### config.mk
export PLATFORM = sky130hd
export DESIGN_NAME = tilt_angle_window_detector_top_flat
export DESIGN_NICKNAME = d
export VERILOG_FILES = /design/src/hdl/tawd_pkg.sv /design/src/hdl/tawd_ifs.sv /design/src/hdl/tawd_sqrt.sv /design/src/hdl/tawd_cordic.sv /design/src/hdl/tilt_angle_window_detector_top.sv /design/src/flat_wrapper.sv
export VERILOG_INCLUDE_DIRS = /design/src /design/src/hdl
export SDC_FILE = /design/constraint.sdc
export NUM_CORES = 2
export LEC_CHECK = 0
export BUFFER_PORTS_ARGS = -buffer_cell sky130_fd_sc_hd__buf_2
export CAP_MARGIN = 10
export CORE_ASPECT_RATIO = 0.8
export CORE_MARGIN = 1
export CORE_UTILIZATION = 45
export DETAILED_ROUTE_END_ITERATION = 8
export HOLD_SLACK_MARGIN = 0.05
export PLACE_DENSITY = 0.64
export SYNTH_ARGS = -nofsm -noshare
export SYNTH_HDL_FRONTEND = slang
export SYNTH_SLANG_ARGS = --single-unit
### constraint.sdc
create_clock -name clk -period 14.1 [get_ports clk]
set_input_delay 2.82 -clock clk [delete_from_list [all_inputs] [get_ports clk]]
set_output_delay 2.82 -clock clk [all_outputs]
set_load 0.02 [all_outputs]
### src/hdl/tilt_angle_window_detector_top_macros.svh
// Assertion macros for the tilt angle window detector.
// Used by files that check their own logic; expects clk and rst_n in scope.
`ifndef TILT_ANGLE_WINDOW_DETECTOR_TOP_MACROS_SVH
`define TILT_ANGLE_WINDOW_DETECTOR_TOP_MACROS_SVH
`ifndef SYNTHESIS
`define TAWD_ASSERT(lbl, prop, msg) \
  lbl: assert property (@(posedge clk) disable iff (!rst_n) prop) else $error(msg);
`define TAWD_ASSERT_NEVER(lbl, cond, msg) \
  lbl: assert property (@(posedge clk) disable iff (!rst_n) !(cond)) else $error(msg);
`else
`define TAWD_ASSERT(lbl, prop, msg)
`define TAWD_ASSERT_NEVER(lbl, cond, msg)
`endif
`endif

### src/hdl/tawd_pkg.sv
// Shared constants, types and the arctangent table of the tilt detector.
// No dependencies.
`timescale 1ns / 1ps
package tawd_pkg;
  localparam int ANGLE_FRAC_BITS = 6;
  localparam int CORDIC_STEPS = 16;
  localparam int ZFRAC = 20;
  localparam int MAX_STEPS = 24;

  localparam int RAW_W = 9 + ANGLE_FRAC_BITS;
  localparam int CMP_W = (RAW_W + 1 > 16) ? RAW_W + 1 : 17;
  localparam int STEP_W = 5;
  localparam int XY_W = 27;
  localparam int Z_W = 30;
  localparam int ROOT_W = 24;
  localparam int RAD_W = 48;
  localparam int SUM_W = 32;

  typedef logic signed [RAW_W-1:0] raw_t;

  localparam raw_t OFFSET_RESET = raw_t'(90 * (2 ** ANGLE_FRAC_BITS));
  localparam raw_t ANGLE_TOP = raw_t'(180 * (2 ** ANGLE_FRAC_BITS));

  localparam logic [1:0] EV_NONE = 2'd0;
  localparam logic [1:0] EV_LEVEL = 2'd1;
  localparam logic [1:0] EV_TILT = 2'd2;

  localparam logic [1:0] REG_X_LOW = 2'd0;
  localparam logic [1:0] REG_X_HIGH = 2'd1;
  localparam logic [1:0] REG_Y_LOW = 2'd2;
  localparam logic [1:0] REG_Y_HIGH = 2'd3;

  // atan(2^-i) in 1/2^20 degree
  function automatic logic signed [Z_W-1:0] atan_step(input logic [STEP_W-1:0] idx);
    logic signed [Z_W-1:0] v;
    case (idx)
      5'd0: v = 30'sd47185920;
      5'd1: v = 30'sd27855475;
      5'd2: v = 30'sd14718068;
      5'd3: v = 30'sd7471121;
      5'd4: v = 30'sd3750058;
      5'd5: v = 30'sd1876857;
      5'd6: v = 30'sd938658;
      5'd7: v = 30'sd469357;
      5'd8: v = 30'sd234682;
      5'd9: v = 30'sd117342;
      5'd10: v = 30'sd58671;
      5'd11: v = 30'sd29335;
      5'd12: v = 30'sd14668;
      5'd13: v = 30'sd7334;
      5'd14: v = 30'sd3667;
      5'd15: v = 30'sd1833;
      5'd16: v = 30'sd917;
      5'd17: v = 30'sd458;
      5'd18: v = 30'sd229;
      5'd19: v = 30'sd115;
      5'd20: v = 30'sd57;
      5'd21: v = 30'sd29;
      5'd22: v = 30'sd14;
      5'd23: v = 30'sd7;
      default: v = '0;
    endcase
    return v;
  endfunction
endpackage

### src/hdl/tawd_ifs.sv
// Valid/ready channel interfaces for sample words and result words.
// Depends on nothing.
`timescale 1ns / 1ps
interface tawd_in_if;
  logic valid;
  logic ready;
  logic mode;
  logic signed [15:0] accel_x;
  logic signed [15:0] accel_y;
  logic signed [15:0] accel_z;
  modport source(output valid, mode, accel_x, accel_y, accel_z, input ready);
  modport sink(input valid, mode, accel_x, accel_y, accel_z, output ready);
endinterface

interface tawd_out_if;
  logic valid;
  logic ready;
  logic signed [15:0] tilt_x;
  logic signed [15:0] tilt_y;
  logic vertical;
  logic [1:0] event_res;
  modport source(output valid, tilt_x, tilt_y, vertical, event_res, input ready);
  modport sink(input valid, tilt_x, tilt_y, vertical, event_res, output ready);
endinterface

### src/hdl/tawd_sqrt.sv
// Bit-serial square root: one root bit per cycle, two radicand bits shifted in.
// Depends on tawd_pkg.
`timescale 1ns / 1ps
module tawd_sqrt
  import tawd_pkg::*;
(
  input  logic              clk,
  input  logic              rst_n,
  input  logic              start,
  input  logic [RAD_W-1:0]  radicand,
  output logic              done,
  output logic [ROOT_W-1:0] root
);
  localparam logic [STEP_W-1:0] LAST = STEP_W'(ROOT_W - 1);

  logic              busy_r, busy_nxt;
  logic              done_r, done_nxt;
  logic [STEP_W-1:0] cnt_r, cnt_nxt;
  logic [RAD_W-1:0]  rad_r, rad_nxt;
  logic [ROOT_W+1:0] rem_r, rem_nxt;
  logic [ROOT_W-1:0] root_r, root_nxt;
  logic [ROOT_W+3:0] rem_sh, trial, diff;

  assign rem_sh = {rem_r, rad_r[RAD_W-1:RAD_W-2]};
  assign trial  = {2'b00, root_r, 2'b01};
  assign diff   = rem_sh - trial;

  always_comb begin
    busy_nxt = busy_r;
    done_nxt = 1'b0;
    cnt_nxt  = cnt_r;
    rad_nxt  = rad_r;
    rem_nxt  = rem_r;
    root_nxt = root_r;
    if (start) begin
      busy_nxt = 1'b1;
      cnt_nxt  = '0;
      rad_nxt  = radicand;
      rem_nxt  = '0;
      root_nxt = '0;
    end else if (busy_r) begin
      rad_nxt = {rad_r[RAD_W-3:0], 2'b00};
      if (rem_sh >= trial) begin
        rem_nxt  = diff[ROOT_W+1:0];
        root_nxt = {root_r[ROOT_W-2:0], 1'b1};
      end else begin
        rem_nxt  = rem_sh[ROOT_W+1:0];
        root_nxt = {root_r[ROOT_W-2:0], 1'b0};
      end
      cnt_nxt = cnt_r + 1'b1;
      if (cnt_r == LAST) begin
        busy_nxt = 1'b0;
        done_nxt = 1'b1;
      end
    end
  end

  always_ff @(posedge clk) begin
    if (!rst_n) begin
      busy_r <= 1'b0;
      done_r <= 1'b0;
      cnt_r  <= '0;
    end else begin
      busy_r <= busy_nxt;
      done_r <= done_nxt;
      cnt_r  <= cnt_nxt;
    end
    rad_r  <= rad_nxt;
    rem_r  <= rem_nxt;
    root_r <= root_nxt;
  end

  assign done = done_r;
  assign root = root_r;
endmodule

### src/hdl/tawd_cordic.sv
// Iterative CORDIC vectoring: atan2(mag, c) one rotation per cycle, then round.
// Depends on tawd_pkg.
`timescale 1ns / 1ps
module tawd_cordic
  import tawd_pkg::*;
(
  input  logic              clk,
  input  logic              rst_n,
  input  logic              start,
  input  logic [ROOT_W-1:0] mag,
  input  logic signed [15:0] axis_c,
  output logic              done,
  output raw_t              angle
);
  localparam logic [STEP_W-1:0] LAST = STEP_W'(CORDIC_STEPS - 1);
  localparam int RSH = ZFRAC - ANGLE_FRAC_BITS;
  localparam logic signed [Z_W-1:0] HALF = Z_W'(2 ** (RSH - 1));
  localparam logic signed [Z_W-1:0] Z_START = Z_W'(90 * (2 ** ZFRAC));

  logic                   run_r, run_nxt;
  logic                   fin_r, fin_nxt;
  logic                   zero_r, zero_nxt;
  logic                   done_r, done_nxt;
  logic [STEP_W-1:0]      step_r, step_nxt;
  logic signed [XY_W-1:0] x_r, x_nxt, y_r, y_nxt, dx, dy;
  logic signed [Z_W-1:0]  z_r, z_nxt, zrnd, zsh, tab;
  raw_t                   ang_r, ang_nxt;

  assign dx   = y_r >>> step_r;
  assign dy   = x_r >>> step_r;
  assign tab  = atan_step(step_r);
  assign zrnd = z_r + HALF;
  assign zsh  = zrnd >>> RSH;

  always_comb begin
    run_nxt  = run_r;
    fin_nxt  = 1'b0;
    zero_nxt = zero_r;
    done_nxt = 1'b0;
    step_nxt = step_r;
    x_nxt    = x_r;
    y_nxt    = y_r;
    z_nxt    = z_r;
    ang_nxt  = ang_r;
    if (start) begin
      x_nxt    = XY_W'($signed({1'b0, mag}));
      y_nxt    = -XY_W'($signed({axis_c, 8'h00}));
      z_nxt    = Z_START;
      step_nxt = '0;
      zero_nxt = (mag == '0) && (axis_c == '0);
      run_nxt  = !((mag == '0) && (axis_c == '0));
      fin_nxt  = (mag == '0) && (axis_c == '0);
    end else if (run_r) begin
      if (!y_r[XY_W-1]) begin
        x_nxt = x_r + dx;
        y_nxt = y_r - dy;
        z_nxt = z_r + tab;
      end else begin
        x_nxt = x_r - dx;
        y_nxt = y_r + dy;
        z_nxt = z_r - tab;
      end
      step_nxt = step_r + 1'b1;
      if (step_r == LAST) begin
        run_nxt = 1'b0;
        fin_nxt = 1'b1;
      end
    end else if (fin_r) begin
      // round half up, clamp to 0..180 degrees
      if (zero_r || zsh < 0) begin
        ang_nxt = '0;
      end else if (zsh > Z_W'(ANGLE_TOP)) begin
        ang_nxt = ANGLE_TOP;
      end else begin
        ang_nxt = zsh[RAW_W-1:0];
      end
      done_nxt = 1'b1;
    end
  end

  always_ff @(posedge clk) begin
    if (!rst_n) begin
      run_r  <= 1'b0;
      fin_r  <= 1'b0;
      done_r <= 1'b0;
      step_r <= '0;
    end else begin
      run_r  <= run_nxt;
      fin_r  <= fin_nxt;
      done_r <= done_nxt;
      step_r <= step_nxt;
    end
    zero_r <= zero_nxt;
    x_r    <= x_nxt;
    y_r    <= y_nxt;
    z_r    <= z_nxt;
    ang_r  <= ang_nxt;
  end

  assign done  = done_r;
  assign angle = ang_r;
endmodule

### src/hdl/tilt_angle_window_detector_top.sv
// Tilt angle window detector, top level.
// in_if takes one word per item: mode 0 is a sample (three accelerations),
// mode 1 calibrates the offsets from the last raw angles. out_if returns
// exactly one result word per item: both tilts, the vertical flag and a
// level/tilted event. The APB port (psel..prdata) holds the four window
// limits at byte addresses 0, 4, 8, 12; write only while the block is idle.
// in_if.ready is high only while no item is in work. A sample runs per axis:
// two squaring steps, the bit-serial square root (24 root bits and a handoff)
// and the CORDIC (16 rotations, rounding, handoff); a sample word occupies
// the block until its result is loaded into the output register. A calibrate
// word skips the arithmetic and goes straight to that load. The serial root
// and CORDIC set the rate. The result sits in an output register; a stalled
// receiver holds it and the block waits before loading the next one.
// Synchronous reset (rst_n low) restores the limits to +-10 degrees, offsets
// to 90 degrees, last raw angles to 0 and the flag to not vertical.
`timescale 1ns / 1ps
`include "tilt_angle_window_detector_top_macros.svh"
module tilt_angle_window_detector_top
  import tawd_pkg::*;
(
  input  logic        clk,
  input  logic        rst_n,
  tawd_in_if.sink     in_if,
  tawd_out_if.source  out_if,
  input  logic        psel,
  input  logic        penable,
  input  logic        pwrite,
  input  logic [3:0]  paddr,
  input  logic [31:0] pwdata,
  output logic [31:0] prdata,
  output logic        pready
);
  localparam logic [2:0] ST_IDLE = 3'd0;
  localparam logic [2:0] ST_SQA  = 3'd1;
  localparam logic [2:0] ST_SQB  = 3'd2;
  localparam logic [2:0] ST_ROOT = 3'd3;
  localparam logic [2:0] ST_CORD = 3'd4;
  localparam logic [2:0] ST_FIN  = 3'd5;

  logic [2:0]  state_r, state_nxt;
  logic        axis_r, axis_nxt;
  logic        cal_r, cal_nxt;
  logic signed [15:0] ax_r, ay_r, az_r;
  logic [SUM_W-1:0] sum_r, sum_nxt;
  logic signed [15:0] lim_r [4];
  raw_t        off_x_r, off_y_r, last_x_r, last_y_r;
  logic        level_r;
  logic        ov_r;
  logic signed [15:0] otx_r, oty_r;
  logic        over_r;
  logic [1:0]  oev_r;

  logic signed [15:0] op_a, op_b, op_c;
  logic signed [31:0] prod;
  logic        sq_start, sq_done, cd_start, cd_done;
  logic [ROOT_W-1:0] root;
  raw_t        angle;
  logic        accept, load;
  logic signed [CMP_W-1:0] tx, ty;
  logic        now;
  logic        wr;

  assign accept = in_if.valid && in_if.ready;
  assign in_if.ready = (state_r == ST_IDLE);
  assign load = (state_r == ST_FIN) && (!ov_r || out_if.ready);

  assign op_a = axis_r ? ax_r : ay_r;
  assign op_b = az_r;
  assign op_c = axis_r ? ay_r : ax_r;
  assign prod = (state_r == ST_SQA) ? op_a * op_a : op_b * op_b;

  assign sq_start = (state_r == ST_SQB);
  assign cd_start = (state_r == ST_ROOT) && sq_done;

  tawd_sqrt u_sqrt (
    .clk      (clk),
    .rst_n    (rst_n),
    .start    (sq_start),
    .radicand ({sum_nxt, 16'h0000}),
    .done     (sq_done),
    .root     (root)
  );

  tawd_cordic u_cordic (
    .clk    (clk),
    .rst_n  (rst_n),
    .start  (cd_start),
    .mag    (root),
    .axis_c (op_c),
    .done   (cd_done),
    .angle  (angle)
  );

  assign tx = CMP_W'(last_x_r) - CMP_W'(off_x_r);
  assign ty = CMP_W'(last_y_r) - CMP_W'(off_y_r);
  assign now = (tx > CMP_W'(lim_r[REG_X_LOW])) && (tx < CMP_W'(lim_r[REG_X_HIGH])) &&
               (ty > CMP_W'(lim_r[REG_Y_LOW])) && (ty < CMP_W'(lim_r[REG_Y_HIGH]));

  function automatic logic signed [15:0] sat16(input logic signed [CMP_W-1:0] v);
    logic signed [15:0] r;
    if (v > CMP_W'(32767)) begin
      r = 16'sh7fff;
    end else if (v < -CMP_W'(32768)) begin
      r = 16'sh8000;
    end else begin
      r = v[15:0];
    end
    return r;
  endfunction

  always_comb begin
    state_nxt = state_r;
    axis_nxt  = axis_r;
    cal_nxt   = cal_r;
    sum_nxt   = sum_r;
    case (state_r)
      ST_IDLE: begin
        if (accept) begin
          axis_nxt  = 1'b0;
          cal_nxt   = in_if.mode;
          state_nxt = in_if.mode ? ST_FIN : ST_SQA;
        end
      end
      ST_SQA: begin
        sum_nxt   = SUM_W'(unsigned'(prod));
        state_nxt = ST_SQB;
      end
      ST_SQB: begin
        sum_nxt   = sum_r + SUM_W'(unsigned'(prod));
        state_nxt = ST_ROOT;
      end
      ST_ROOT: begin
        if (sq_done) begin
          state_nxt = ST_CORD;
        end
      end
      ST_CORD: begin
        if (cd_done) begin
          axis_nxt  = 1'b1;
          state_nxt = axis_r ? ST_FIN : ST_SQA;
        end
      end
      ST_FIN: begin
        if (load) begin
          state_nxt = ST_IDLE;
        end
      end
      default: state_nxt = ST_IDLE;
    endcase
  end

  assign wr = psel && penable && pwrite && pready;
  assign pready = 1'b1;
  assign prdata = 32'(lim_r[paddr[3:2]]);

  always_ff @(posedge clk) begin
    if (!rst_n) begin
      state_r  <= ST_IDLE;
      axis_r   <= 1'b0;
      cal_r    <= 1'b0;
      lim_r[REG_X_LOW]  <= -16'sd640;
      lim_r[REG_X_HIGH] <= 16'sd640;
      lim_r[REG_Y_LOW]  <= -16'sd640;
      lim_r[REG_Y_HIGH] <= 16'sd640;
      off_x_r  <= OFFSET_RESET;
      off_y_r  <= OFFSET_RESET;
      last_x_r <= '0;
      last_y_r <= '0;
      level_r  <= 1'b0;
      ov_r     <= 1'b0;
    end else begin
      state_r <= state_nxt;
      axis_r  <= axis_nxt;
      cal_r   <= cal_nxt;
      if (wr) begin
        lim_r[paddr[3:2]] <= pwdata[15:0];
      end
      if ((state_r == ST_CORD) && cd_done) begin
        if (axis_r) begin
          last_y_r <= angle;
        end else begin
          last_x_r <= angle;
        end
      end
      if (load) begin
        ov_r <= 1'b1;
      end else if (out_if.ready) begin
        ov_r <= 1'b0;
      end
      if (load) begin
        if (cal_r) begin
          off_x_r <= last_x_r;
          off_y_r <= last_y_r;
        end else begin
          level_r <= now;
        end
      end
    end
  end

  always_ff @(posedge clk) begin
    sum_r <= sum_nxt;
    if (accept) begin
      ax_r <= in_if.accel_x;
      ay_r <= in_if.accel_y;
      az_r <= in_if.accel_z;
    end
    if (load) begin
      if (cal_r) begin
        otx_r  <= '0;
        oty_r  <= '0;
        over_r <= level_r;
        oev_r  <= EV_NONE;
      end else begin
        otx_r  <= sat16(tx);
        oty_r  <= sat16(ty);
        over_r <= now;
        // flag change raises an event
        oev_r  <= (now == level_r) ? EV_NONE : (now ? EV_LEVEL : EV_TILT);
      end
    end
  end

  assign out_if.valid     = ov_r;
  assign out_if.tilt_x    = otx_r;
  assign out_if.tilt_y    = oty_r;
  assign out_if.vertical  = over_r;
  assign out_if.event_res = oev_r;

  `TAWD_ASSERT(a_busy_after_accept, accept |=> (state_r != ST_IDLE), "accept did not start work")
  `TAWD_ASSERT_NEVER(a_event_code, ov_r && (oev_r == 2'd3), "undefined event code")
  `TAWD_ASSERT(a_level_event, (ov_r && (oev_r == EV_LEVEL)) |-> over_r, "level event without flag")
  `TAWD_ASSERT(a_tilt_event, (ov_r && (oev_r == EV_TILT)) |-> !over_r, "tilt event with flag")
  `TAWD_ASSERT_NEVER(a_root_state, sq_done && (state_r != ST_ROOT), "root done out of sequence")
endmodule

### src/flat_wrapper.sv
// flat-port wrapper written by rule: the top's interface ports become plain ports
module tilt_angle_window_detector_top_flat import tawd_pkg::*;
  (clk, rst_n, psel, penable, pwrite, paddr, pwdata, prdata, pready, in_if_valid, in_if_mode, in_if_accel_x, in_if_accel_y, in_if_accel_z, in_if_ready, out_if_valid, out_if_tilt_x, out_if_tilt_y, out_if_vertical, out_if_event_res, out_if_ready);
  tawd_in_if in_if_i ();
  tawd_out_if out_if_i ();
  input  logic clk;
  input  logic rst_n;
  input  logic psel;
  input  logic penable;
  input  logic pwrite;
  input  logic [3:0] paddr;
  input  logic [31:0] pwdata;
  output logic [31:0] prdata;
  output logic pready;
  input wire logic [$bits(in_if_i.valid)-1:0] in_if_valid;
  input wire logic [$bits(in_if_i.mode)-1:0] in_if_mode;
  input wire logic [$bits(in_if_i.accel_x)-1:0] in_if_accel_x;
  input wire logic [$bits(in_if_i.accel_y)-1:0] in_if_accel_y;
  input wire logic [$bits(in_if_i.accel_z)-1:0] in_if_accel_z;
  output wire logic [$bits(in_if_i.ready)-1:0] in_if_ready;
  output wire logic [$bits(out_if_i.valid)-1:0] out_if_valid;
  output wire logic [$bits(out_if_i.tilt_x)-1:0] out_if_tilt_x;
  output wire logic [$bits(out_if_i.tilt_y)-1:0] out_if_tilt_y;
  output wire logic [$bits(out_if_i.vertical)-1:0] out_if_vertical;
  output wire logic [$bits(out_if_i.event_res)-1:0] out_if_event_res;
  input wire logic [$bits(out_if_i.ready)-1:0] out_if_ready;
  assign in_if_i.valid = in_if_valid;
  assign in_if_i.mode = in_if_mode;
  assign in_if_i.accel_x = in_if_accel_x;
  assign in_if_i.accel_y = in_if_accel_y;
  assign in_if_i.accel_z = in_if_accel_z;
  assign in_if_ready = in_if_i.ready;
  assign out_if_valid = out_if_i.valid;
  assign out_if_tilt_x = out_if_i.tilt_x;
  assign out_if_tilt_y = out_if_i.tilt_y;
  assign out_if_vertical = out_if_i.vertical;
  assign out_if_event_res = out_if_i.event_res;
  assign out_if_i.ready = out_if_ready;
  tilt_angle_window_detector_top u_core (.clk(clk), .rst_n(rst_n), .in_if(in_if_i), .out_if(out_if_i), .psel(psel), .penable(penable), .pwrite(pwrite), .paddr(paddr), .pwdata(pwdata), .prdata(prdata), .pready(pready));
endmodule
Yosys cells after proc, flatten, opt, wreduce, memory -nomap -nowiden:

Memory sizes are Yosys's and may differ from the RTL's. A register that Yosys moved wholly into a read port is not among the register bits.
Index checks and enable logic that the tools add are counted.

* ROM bits: 832
* word-level logic and storage cells: 175
* memories: 2
* output and inout bits: 70
* register bits: 379
* bits in writable memories: 64
* input port bits: 92

* bitwise operators: 5
* order comparisons: 11
* equality and inequality tests: 12
* multiplexer cells: 54
* $add $sub $neg: 14
* $mul: 2
* shifts and indexed selects: 2
* reduce and logical (&&, ||, !) cells: 37

Memory list
* (name not given): depth 32, width 26, read ports 1, clocked after Yosys merged registers in 1, wr ports 0, line tawd_pkg.sv:36 `case (idx)`
* u_core.lim_r: depth 4, width 16, read ports 5, clocked after Yosys merged registers in 0, wr ports 4, line tilt_angle_window_detector_top.sv:45 `logic signed [15:0] lim_r [4];`

Operators by type and width (number)
* $mux 27: 4
* $mux 48: 2
* $mux 16: 5
* $mul 16x16->32: 2
* $pmux 32 s2: 1
* $add 27x27->27: 2
* $sshr 27x5->27: 2
* $sub 27x27->27: 2
* $mux 24: 2
* $add 32x32->32: 1
* $gt 16x16->1: 2
* $gt 16x16->1 const B: 2
* $lt 16x16->1: 2
* $lt 16x16->1 const B: 2
* $mux 32: 1
* $sub 15x15->16: 2
* $add 30x15->30 const B: 1
* $add 30x30->30: 1
* $mux 15: 2
* $mux 30: 1
* $sub 30x30->30: 1
* $ge 28x26->1: 1
* $neg 24->27: 1
* $mux 26: 1
* 33 further kinds: 94

Depth between registers and ports, before layout:

* word-level depth: 7
* mapped depth: 41
* gate-level depth less buffers: 37

By module:

From an unflattened synthesis, not the netlist that was laid out.

* cells, all modules: 5755
* area, all modules: 53209.8 µm²

Modules (own cells, without submodules)
* tilt_angle_window_detector_top: area an instance 31920.6 µm², times used 1, cells an instance 3389
* tawd_cordic: area an instance 15434.8 µm², times used 1, cells an instance 1812
* tawd_sqrt: area an instance 5854.4 µm², times used 1, cells an instance 554

Worst setup path after synthesis:

No wires, ideal clock.

* path type: flip-flop to flip-flop
* from: register u_core.axis_r
* to: register u_core.u_sqrt.rad_r[47], data pin
* clock period less this slack: 9.954 ns
* setup time: 0.268 ns
* arrival time: 9.686 ns
* path slack: 4.146 ns
* path buffers: 3
* cell stages (with the launch flop): 38
* cells stage by stage: dfxtp_1 -> clkbuf_1 -> clkbuf_1 -> clkbuf_1 -> mux2i_1 -> clkinv_1 -> nand2_1 -> inv_1 -> fa_1 -> inv_1 -> fa_1 -> fa_1 -> inv_1 -> fa_1 -> fa_1 -> inv_1 -> fa_1 -> inv_1 -> [2 not listed] -> or4b_2 -> nor2_1 -> o21ai_0 -> a21o_1 -> a21oi_1 -> xor2_1 -> o21ai_0 -> ha_1 -> and4_1 -> o21ai_0 -> o211a_1 -> or3_1 -> o211ai_1 -> nand4_1 -> a21oi_1 -> xnor2_1 -> xnor2_1 -> o21ai_0

* longest elaborated chain between the ends: 6

RTL lines
* from (decl): line tilt_angle_window_detector_top.sv:41 `logic axis_r, axis_nxt;`
* from (signal assigned): line tilt_angle_window_detector_top.sv:173 `axis_r <= axis_nxt;`
* $mux 16 *: line tilt_angle_window_detector_top.sv:67 `assign op_a = axis_r ? ax_r : ay_r;`
* $mul 16x16->32 *: line tilt_angle_window_detector_top.sv:70 `assign prod = (state_r == ST_SQA) ? op_a * op_a : op_b * op_b;`
* $mux 32 *: line tilt_angle_window_detector_top.sv:70
* $add 32x32->32: line tilt_angle_window_detector_top.sv:129 `sum_nxt = sum_r + SUM_W'(unsigned'(prod));`
* $pmux 32 s2 *: line tilt_angle_window_detector_top.sv:116 `case (state_r)`
* $mux 48 *: line tawd_sqrt.sv:35 `if (start) begin`
* net u_core.u_sqrt.rad_nxt[47]: line tawd_sqrt.sv:19 `logic [RAD_W-1:0] rad_r, rad_nxt;`
* to (signal assigned): line tawd_sqrt.sv:68 `rad_r <= rad_nxt;`
* to (decl): line tawd_sqrt.sv:19

The timed path passes the listed nets; every way through them passes the cells marked *.
A chain may end at the register's enable or synchronous reset.

Worst setup path in the final report:

* from: register u_core.ax_r[6]
* to: register u_core.u_sqrt.rad_r[47], data pin

* longest elaborated chain between the ends: 6

RTL lines
* from (decl): line tilt_angle_window_detector_top.sv:43 `logic signed [15:0] ax_r, ay_r, az_r;`
* from (signal assigned): line tilt_angle_window_detector_top.sv:204 `ax_r <= in_if.accel_x;`
* $mux 16 *: line tilt_angle_window_detector_top.sv:67
* $mul 16x16->32 *: line tilt_angle_window_detector_top.sv:70
* $mux 32 *: line tilt_angle_window_detector_top.sv:70
* $add 32x32->32: line tilt_angle_window_detector_top.sv:129
* $pmux 32 s2 *: line tilt_angle_window_detector_top.sv:116
* $mux 48 *: line tawd_sqrt.sv:35
* net u_core.u_sqrt.rad_nxt[47]: line tawd_sqrt.sv:19

Marks and branches as above.

==> run metrics <==
run status=finished clean; Num Clock Sinks=469; worst hold path depth=2; CTS Buffer Depth=3; net count after synthesis=roughly 6,800; worst-path maximum fanout=13; initial antenna violation count=2; Max stage delay on crit path=770 ps; CTS Buf Count=54; initial drt markers=between 3,000 and 4,000; final-report hold violation count=0; core box area=115,000 µm²; synth top area cells=fa_1, edfxtp_1, ha_1; first-pass GRT wire length=~220 mm; Hold Path Class=reg -> reg; total number of vias=~41,000; top cell type by total area after synthesis=fa_1; CP arrival=approximately 11,000 ps; Worst-Margin Slew=about 1200 ps; r2r setup slk=around 3600 ps; Resized Gates After CTS=0; Commonest cells post-synth=inv_1, nand2_1, fa_1; Ports=162; Layout area overhead=7.56%; Placed Area=54,000 µm²; RD Place Congestion=approximately 0.93; DIE HEIGHT=approximately 310 µm; DRC=0; relative slew slack=21.7%; Period minus WS final=10,510 ps; worst setup path class=reg -> reg; sequential-to-total area share from yosys stat=22.8%; Setup TNS=0 ps; CTS tree=done; synthesis-stage register bit count=approximately 470; Syn Area/Cell=about 9.0 µm²; max-cap violations=0; yosys warns=0; RR Startpoint=u_core.ax_r[6]; grt ovf=0; post-layout util=between 40% and 50%; ys async rst share=0%; Post-Synthesis Cell Area=~52,000 µm²; Worst Setup End Kind=register; net total in the final layout=a little under 7,000; Yosys top cell area share=18.6%; Total GRT Usage=a little under a quarter; synth unique cells=88; fmax=~95 MHz; share of layout cells above drive strength 1=approximately 7.9%; later-pin clock latency in the skew report=670 ps; number of global-route vias before repair=40,000; hpwl dp=around 100 mm; Reg2Reg Depth=32; RSZ-0062 raised after global routing=false; Pre-Repair DR Iteration Count=6; final worst path period share=about 75%; Initial Util=~45%; Slew Viols, Final=0; Routed Antenna Nets=0; Setup crit start kind=register; Final Setup Violations=0; largest net degree at the start of global routing=around 80; postcts setup bufs=0; cell count after synthesis=roughly 5,800; drt total wl=~140 mm; site row count=approximately 110; H-tree Lvls=2; final instance area=between 50,000 and 60,000 µm²; die area=117,000 µm²; Post-Route Skew=88.6 ps; most frequent cell after synthesis=inv_1; input/output buffers=about 140; Worst Setup EP=u_core.u_sqrt.rad_r[47]; clock root buffer=clkbuf_16; Req. time, crit path=between 10,000 and 15,000 ps; vias per cell=roughly 5.5; Primary FF master, synth=edfxtp_1; RR Endpoint=u_core.u_sqrt.rad_r[47]; CP startpoint=u_core.ax_r[6]; width of the die=between 300 and 400 µm; Hold-fix buffers, CTS=0; DR WL/cell=approximately 18 µm; Worst-path clk slew=about 60 ps; Crit-path slowest cell=mux2i_1; EDFF count, synth=around 250
==> per-layer routing <==
layer	vias to the layer above	GRT usage (%)	part of all wire, %
met5	-	0	0
met1	20000	33.0	46
li1	19600	-	-
met3	140	2.33	5.3
met4	0	4.53	1.6
met2	1065	37.8	47
==> per-stage QoR <==
step	hold WS, ps	std cells	worst slack (ps)
floorplan	436	5777	4150
global placement	443	7266	3910
detailed placement	447	7266	3750
CTS	455	7368	3700
global route	476	7371	3060
finish	454	7371	3590
==> worst max-delay path, delay by kind of cell, from the launching register on <==
| family | cells | cell delay (ps) |
|---|---|---|
| buffers and inverters | 6 | 920 |
| adder cells (fa/ha/maj) | 8 | 3900 |
| multiplexers | 1 | 770 |
| AND/OR/NAND/NOR | 6 | 1650 |
| flip-flops | 1 | 400 |
| XOR/XNOR | 3 | 510 |
| AO/OA/AOI/OAI | 8 | 2030 |
==> layout by cell type, fill, tap and decap left out, types with 15 or more instances in the layout <==
| cell type | n |
|---|---|
| and3_1 | 32 |
| a211oi_1 | 44 |
| xor2_1 | 98 |
| ha_1 | 418 |
| clkbuf_16 | 55 |
| dfxtp_1 | 218 |
| a21o_1 | 105 |
| nand2b_1 | 68 |
| a211o_1 | 15 |
| mux2_2 | 55 |
| o21bai_1 | 26 |
| o21ai_0 | 213 |
| or3_1 | 27 |
| o22ai_1 | 17 |
| nand4_1 | 37 |
| nand3_1 | 87 |
| o31ai_1 | 19 |
| mux2i_1 | 126 |
| fa_1 | 482 |
| buf_4 | 48 |
| o21a_1 | 69 |
| clkinv_1 | 17 |
| buf_2 | 142 |
| nand2_1 | 581 |
| o211ai_1 | 47 |
| and2_1 | 136 |
| mux4_2 | 76 |
| nor3_1 | 100 |
| edfxtp_1 | 246 |
| a21oi_1 | 337 |
| xnor2_1 | 203 |
| a31oi_1 | 30 |
| nor2b_1 | 45 |
| inv_1 | 859 |
| nor4_1 | 21 |
| nor2_1 | 442 |
==> sequential cells by signal, indices dropped and copies added (netlist names), 24 cells and up <==
name	count
u_core.lim_r	64
u_core.sum_r	32
u_core.u_cordic.tab	26
u_core.u_cordic.x_r	27
u_core.u_cordic.y_r	27
u_core.u_cordic.z_r	30
u_core.u_sqrt.rad_r	32
u_core.u_sqrt.rem_r	26
u_core.u_sqrt.root	24
==> worst min-delay path by stage <==
stage	startpoint	endpoint	slack, ps
after global routing	u_core.off_y_r[3]	u_core.off_y_r[3]	480
after floorplan	u_core.off_x_r[11]	u_core.off_x_r[11]	440
final	u_core.off_x_r[11]	u_core.off_x_r[11]	450
after CTS	u_core.off_x_r[11]	u_core.off_x_r[11]	460
after global placement	u_core.off_y_r[2]	u_core.off_y_r[2]	440
after detailed placement	u_core.off_x_r[11]	u_core.off_x_r[11]	450
==> cells by family after synthesis <==
family | share of synthesized area (%)
adder cells (fa/ha/maj) | 28.6
AO/OA/AOI/OAI | 13.5
multiplexers | 6.93
flip-flops | 22.8
buffers and inverters | 8.21
XOR/XNOR | 5.07
AND/OR/NAND/NOR | 14.8
other | 0.0145
==> final cells by class <==
| class | instances | area, µm² |
|---|---|---|
| antenna | 2 | 5.00 |
| fill | 10900 | 58700 |
| clock buffer | 71 | 1500 |
| inverter | 876 | 3290 |
| timing repair buffer | 191 | 1080 |
| multi-input combinational | 4206 | 35900 |
| tap | 1525 | 1910 |
| clock inverter | 31 | 354 |
| sequential | 469 | 11900 |
Power is not shown: default switching activity piles up to over one toggle a cycle in this logic, so the estimate is an artifact.
